## config.mk

```make
export PLATFORM = sky130hd
export DESIGN_NAME = fpexp_fma
export DESIGN_NICKNAME = d
export VERILOG_FILES = /design/src/hw/rtl/fpexp_pkg.sv /design/src/hw/rtl/fpexp_fma.sv
export SDC_FILE = /design/constraint.sdc
export NUM_CORES = 2
export LEC_CHECK = 0
export BUFFER_PORTS_ARGS = -buffer_cell sky130_fd_sc_hd__buf_2
export CAP_MARGIN = 20
export CORE_AREA = 2 2 270 272
export DETAILED_ROUTE_END_ITERATION = 7
export DIE_AREA = 0 0 272 274
export HOLD_SLACK_MARGIN = 0.05
export MAX_ROUTING_LAYER = met4
export PLACE_DENSITY_LB_ADDON = 0.05
export SLEW_MARGIN = 30
export SYNTH_ARGS = -nofsm -noshare
export SYNTH_HDL_FRONTEND = slang
export SYNTH_SLANG_ARGS = --single-unit
```

## constraint.sdc

```tcl
create_clock -name clk -period 11.51 [get_ports clk]
set_clock_uncertainty 0.15 [all_clocks]
set_input_delay 0.5755 -clock clk [delete_from_list [all_inputs] [get_ports clk]]
set_output_delay 0.5755 -clock clk [all_outputs]
set_load 0.03 [all_outputs]
```

## src/hw/rtl/fpexp_pkg.sv

```systemverilog
package fpexp_pkg;

  // Unpacked working float: value = m * 2^(e - 23), m has its leading one at
  // bit 23 unless the value is zero.
  typedef struct packed {
    logic              sgn;
    logic signed [9:0] e;
    logic [23:0]       m;
  } ufp_t;

  // Override carried beside the arithmetic for special and saturated inputs.
  typedef struct packed {
    logic              ovr;
    logic [31:0]       bits;
    logic              flag;
    logic signed [9:0] k;
  } fpexp_sb_t;

  // Input register to result register, in clock cycles.
  localparam int LATENCY = 20;

  localparam logic [31:0] POS_INF_BITS = 32'h7F80_0000;
  localparam logic [31:0] QUIET_BIT    = 32'h0040_0000;

  // Significands of log2(e) and ln(2) as single-precision values.
  localparam logic [23:0] LOG2E_M = 24'hB8AA3B;
  localparam logic [23:0] LN2_M   = 24'hB17218;

  // Polynomial coefficients, rounded to single precision.
  localparam ufp_t C4_F  = '{sgn: 1'b0, e: -10'sd5, m: 24'hAD7D7D};
  localparam ufp_t C3_F  = '{sgn: 1'b0, e: -10'sd3, m: 24'hAAF080};
  localparam ufp_t C2_F  = '{sgn: 1'b0, e: -10'sd2, m: 24'hFFF205};
  localparam ufp_t C1_F  = '{sgn: 1'b0, e: 10'sd0,  m: 24'h80016A};
  localparam ufp_t ONE_F = '{sgn: 1'b0, e: 10'sd0,  m: 24'h800000};

endpackage

```

## src/hw/rtl/fpexp_fma.sv

```systemverilog
// Three-stage fused multiply-add y = a*b + c with one round to nearest even.
// The addend is a positive constant and the sum stays in [2^-7, 2).
module fpexp_fma import fpexp_pkg::*; (
  input  logic clk,
  input  ufp_t a,
  input  ufp_t b,
  input  ufp_t c,
  output ufp_t y
);

  logic [47:0]       pr;
  logic signed [9:0] ep;
  logic              ps;
  ufp_t              ca;
  logic [56:0]       sm;

  logic signed [9:0] sh;
  logic signed [9:0] n;
  logic [5:0]        nc;
  logic [111:0]      w;
  logic [56:0]       pal;
  logic              st;
  logic [56:0]       pmag;
  logic [56:0]       cfix;
  logic [56:0]       sum_c;

  logic [2:0]        lz;
  logic [56:0]       nrm;
  logic [23:0]       mant;
  logic              rb;
  logic              stc;
  logic [24:0]       mr;
  ufp_t              y_next;

  // Exact product.
  always_ff @(posedge clk) begin
    pr <= a.m * b.m;
    ep <= a.e + b.e;
    ps <= a.sgn ^ b.sgn;
    ca <= c;
  end

  // Place the product on a grid with its lowest bit at 2^-56; bits below it
  // are jammed into the lowest bit, which is far below the rounding point.
  always_comb begin
    sh   = ep + 10'sd10;
    n    = -sh;
    nc   = (n > 10'sd63) ? 6'd63 : n[5:0];
    w    = {pr, 64'b0} >> nc;
    if (!sh[9]) begin
      pal = 57'(pr) << sh[3:0];
      st  = 1'b0;
    end else begin
      pal = 57'(w[111:64]);
      st  = |w[63:0];
    end
    pmag  = pal | 57'(st);
    cfix  = 57'(ca.m) << 6'(ca.e + 10'sd33);
    sum_c = ps ? (cfix - pmag) : (cfix + pmag);
  end

  always_ff @(posedge clk) begin
    sm <= sum_c;
  end

  // Normalize over the few positions the sum can lead at, then round.
  always_comb begin
    lz = 3'd7;
    for (int i = 7; i >= 0; i--) begin
      if (sm[56 - i]) begin
        lz = 3'(i);
      end
    end
    nrm  = sm << lz;
    mant = nrm[56:33];
    rb   = nrm[32];
    stc  = |nrm[31:0];
    mr   = {1'b0, mant} + 25'(rb & (stc | mant[0]));
    y_next.sgn = 1'b0;
    if (mr[24]) begin
      y_next.m = 24'h800000;
      y_next.e = 10'sd1 - $signed({7'b0, lz});
    end else begin
      y_next.m = mr[23:0];
      y_next.e = -$signed({7'b0, lz});
    end
  end

  always_ff @(posedge clk) begin
    y <= y_next;
  end

endmodule

```

Yosys cells after proc, flatten, opt, wreduce, memory -nomap -nowiden:

Index checks and enable logic that the tools add are counted.
Widths: inputs -> output; s select.

* logic and storage cells: 41
* memories kept: 0
* bits of input ports: 106
* RAM bits: 0
* register bits after elaboration: 180
* latch bits: 0
* bits in read-only memories: 0

* divide/modulo/power cells: 0
* $lt $le $gt $ge: 1
* bitwise operators: 4
* eq/ne operators: 0
* multiplexer cells: 12
* multiply operators: 1
* shift operators: 4
* reduce and logical (&&, ||, !) cells: 2
* add/subtract/negate cells: 9

Operators by type and width (number)
* $mux 57: 2
* $shr 112x6->112: 1
* $reduce_or 64->1: 1
* $add 57x57->57: 1
* $or 57x1->57: 1
* $shl 24x6->57: 1
* $shl 48x4->57: 1
* $shl 57x3->57: 1
* $sub 57x57->57: 1
* $mul 24x24->48: 1
* $mux 34: 1
* $reduce_or 32->1: 1
* $add 24x1->25: 1
* $mux 3: 6
* $add 10x10->10: 1
* $add 10x5->10 const B: 1
* $gt 10x7->1 const B: 1
* $neg 10->10: 1
* $neg 3->10: 1
* $add 6x6->6 const B: 1
* $mux 6: 1
* $sub 1x3->4 const A: 1
* $mux 1: 2
* $and 1x1->1: 1
* 2 further kinds: 2

Longest topological paths before layout:

* depth after elaboration: 13
* gate-level depth with buffers: 48
* mapped depth without buffers: 39

Least setup slack after synthesis:

No wires, ideal clock.

* kind: flip-flop to flip-flop
* start point: register ep[0]
* end point: register sm[53]
* slack: 2.515 ns
* clock period less this slack: 8.995 ns
* path buffers: 10
* data required time: 11.237 ns
* stages on the path, launching flop included: 42
* arrival: 8.721 ns
* path through: dfxtp_1 > buf_2 > inv_1 > clkbuf_1 > clkbuf_1 > clkbuf_1 > buf_1 > ha_1 > clkbuf_1 > clkbuf_1 > buf_1 > clkbuf_1 > clkbuf_1 > mux2i_1 > a22oi_1 > a221o_1 > nor2_1 > nand4_1 > (+6 left out) > nor2_1 > xor2_1 > ha_1 > a21o_1 > a21o_1 > a21oi_1 > nand2_1 > o21ai_0 > a31oi_1 > o211ai_1 > nand2_1 > a31oi_1 > o21ai_0 > a211oi_1 > nor3_1 > a21oi_1 > o21bai_1 > xor2_1

* longest elaborated chain between the ends: 10
* elaborated cells on any way between the ends: 13
* those cells by class: 4 x add/sub; 1 x order compare; 2 x shift; 4 x mux; 1 x bitwise; 1 x reduce/logical

RTL lines
* from (decl): line fpexp_fma.sv:12 `logic signed [9:0] ep;`
* from (signal assigned): line fpexp_fma.sv:38 `ep <= a.e + b.e;`
* $add 10x5->10 (*): line fpexp_fma.sv:46 `sh = ep + 10'sd10;`
* $neg 10->10: line fpexp_fma.sv:47 `n = -sh;`
* $gt 10x7->1: line fpexp_fma.sv:48 `nc = (n > 10'sd63) ? 6'd63 : n[5:0];`
* $mux 6: line fpexp_fma.sv:48
* $shr 112x6->112: line fpexp_fma.sv:49 `w = {pr, 64'b0} >> nc;`
* $reduce_or 64->1: line fpexp_fma.sv:55 `st = |w[63:0];`
* $mux 1: line fpexp_fma.sv:50 `if (!sh[9]) begin`
* $or 57x1->57 (*): line fpexp_fma.sv:57 `pmag = pal | 57'(st);`
* $add 57x57->57 or $sub 57x57->57 (tied branches): line fpexp_fma.sv:59 `sum_c = ps ? (cfix - pmag) : (cfix + pmag);`
* $mux 57 (*): line fpexp_fma.sv:59
* named net sum_c[53]: line fpexp_fma.sv:25 `logic [56:0] sum_c;`
* to (signal assigned): line fpexp_fma.sv:63 `sm <= sum_c;`
* to (decl): line fpexp_fma.sv:15 `logic [56:0] sm;`

The timed path passes the listed nets; every way through them passes the cells marked *.
A chain may end at the register's enable or synchronous reset.

Worst setup path in the final report:

Ends and elaborated chain as after synthesis.

==> flow_summary.yaml <==
grt:
  grt_pass1_vias: 33600
  grt_start_max_net_pins: 73
  grt.total_usage_pct: 36.46
  antenna_found_initial: 3
  grt_pass1_wl_um: 201500
  overflow: 0
logic_synthesis:
  syn-cell-area_mm2: 0.03768
  synthAdderAreaFrac_pct: 33.95
  synth_area_per_cell_um2: 8.113
  synthCells: 4645
  async_flop_share_pct: 0
  synthFlopType: "dfxtp_1"
  synth_area_leaders: "fa_1 (26%), dfxtp_1 (9.3%), ha_1 (8.2%)"
  ys_warn_count: 0
  synth_top_area_share_pct: 25.71
  yosysSeqAreaShare_pct: 9.296
  synth_compound_area_share_pct: 15.67
  syn-num-nets: 5483
  synth_top_family_by_area: "adder cells"
  yosys.area.top_type: "fa_1"
  synth_cell_types: 107
  synth-xor-area-share_pct: 4.804
  synth_simple_gate_area_share_pct: 19.91
  synth_edf_count: 0
  ys_ff_latch: 175
  muxShareOfSynthArea_pct: 7.530
clock_network:
  cts-resized-gates: 0
  cts_max_level: 4
  postCtsHoldBufs: 30
  clkLatencyLatePin_ps: 500
  cts_buffer_depth: 2
  cts_setup_buffers: 0
  cts_tree: "yes"
  root_buffer: "clkbuf_16"
  cts_buffers: 17
  cts.clk_slew.worst_paths_ps: 80
  cts_sinks: 175
setup_path:
  arrival_ps: 10670
  cp_slowest_cell: "dfxtp_4"
  endpoint_kind: "register"
  required_ps: 11730
  worstSetupPathType: "reg -> reg"
  cp-start-kind: "register"
  crit_path_max_fanout: 48
  cpPeakStageDelay_ps: 780
detailed_routing:
  drt_iter0_markers: 3091
  wl_per_cell_um: 23.43
  antenna_left: 0
  vias: 34000
  wl_um: 131100
  dr.pass1.iters: 5
  drt-vias-per-instance: 6.075
  drcViolationCount: 0
sta:
  worst_pin_slew_ps: 1014
  grt_setup_unrepaired: "no"
  finalCriticalPeriod_ps: 10450
  max_freq_mhz: 95.68
  finalMaxSlewViolations: 0
  hold_viol: 0
  setup_viol: 0
  slew_headroom_pct: 32.06
  setup_tns_ps: 0
  setup_ws_ps: 1058
  finalCritPeriodShare_pct: 90.80
flow_run:
  maxCapViolations: 0
floorplanning:
  fp.dieH_um: 274
  io_pins: 141
  floorplan.initialDensity_pct: 52.36
  floorplan.die_area_mm2: 0.07453
  die_w_um: 272
  num_rows: 99
  core-area_mm2: 0.07197
placement:
  pre_cts_ws_ps: 1342
  globalplace.congestion: 1.036
  io_buffers: 134
  placedCellCount: 5533
  dp_hpwl_um: 100800
finish:
  layout_commonest_cell: "nand2_1"
  syn_to_final_growth_pct: 6.066
  final_cell_mix: "nand2_1 (667), inv_1 (533), fa_1 (484), nor2_1 (306), a21oi_1 (262)"
  nNetsFinal: 5461
  instances_no_fill: 5596
  final_util_pct: 55.54
  layout-drive-gt1-share_pct: 9.103
hold_path:
  hold_class: "in -> reg"
status:
  status: "completed"
## synthesized netlist by cell type (all sizes together), types with 16 or more instances
cell	instances
dfxtp	175
o21bai	24
inv	533
nand3	77
nor4	30
a31oi	59
a211oi	50
nor2	312
and3	31
nand2	670
and2	237
o21ai	138
mux4	46
nand4	19
clkbuf	210
a21o	61
o211ai	30
ha	248
a21oi	274
buf	86
o31ai	16
xnor2	133
o21a	26
fa	484
nor2b	34
xor2	72
or3	17
mux2	32
nand2b	20
o22ai	52
mux2i	144
nor3	100
## area by class of cell
type	count	area, um2
clock inverters	14	151.4
clock buffers	18	429.2
fillers	6924	32000
well taps	959	1200
multi-input cells	3638	30990
flip-flops and latches	175	3510
diodes	1	2.502
repair buffers	255	1680
inverters	536	2012
## metrics by stage
step	cell area, um2	hold WS (ps)
global route	39970	124.6
floorplan	37680	453.2
global placement	39070	529.6
CTS	39960	90.65
finish	39970	124.7
detailed placement	39080	529.8
## worst max-delay path, delay by kind of cell (launching register included)
kind | cells | cell delay, ps
AO/OA/AOI/OAI | 20 | 5240
XOR/XNOR | 2 | 310
adder cells (fa/ha/maj) | 2 | 670
buffers and inverters | 1 | 240
flip-flops | 1 | 780
multiplexers | 1 | 310
AND/OR/NAND/NOR | 11 | 2590
## flip-flops by register name (all words and copies together) (netlist names)
register / cells
sm: 57
ca: 30
ep: 10
pr: 48
y: 29
ps: 1
## logic make-up (layout without fill, tap and decap cells)
family | after synthesis | count (layout)
XOR/XNOR | 205 | 205
other | 1 | 2
flip-flops | 175 | 175
multiplexers | 222 | 222
AND/OR/NAND/NOR | 1582 | 1582
AO/OA/AOI/OAI | 896 | 896
adder cells (fa/ha/maj) | 732 | 732
buffers and inverters | 832 | 823
## per-layer routing
layer	vias to the layer above	track usage [%]	wire (um)
met3	303	7.058	11490
li1	15490	-	-
met5	-	-	0
met1	16670	46.96	54330
met2	1536	56.61	59710
met4	0	14.47	5594
## final timing paths
kind	start	slack, ps	end	depth (start not counted)
worst min register to register	sm[55]	690	y[22]	3
worst max register to register	ep[0]	1060	sm[53]	37
worst min-delay path	a[34]	120	ps	2
worst max-delay path	ep[0]	1060	sm[53]	37
Power is not shown: default switching activity piles up to over one toggle a cycle in this logic, so the estimate is an artifact.
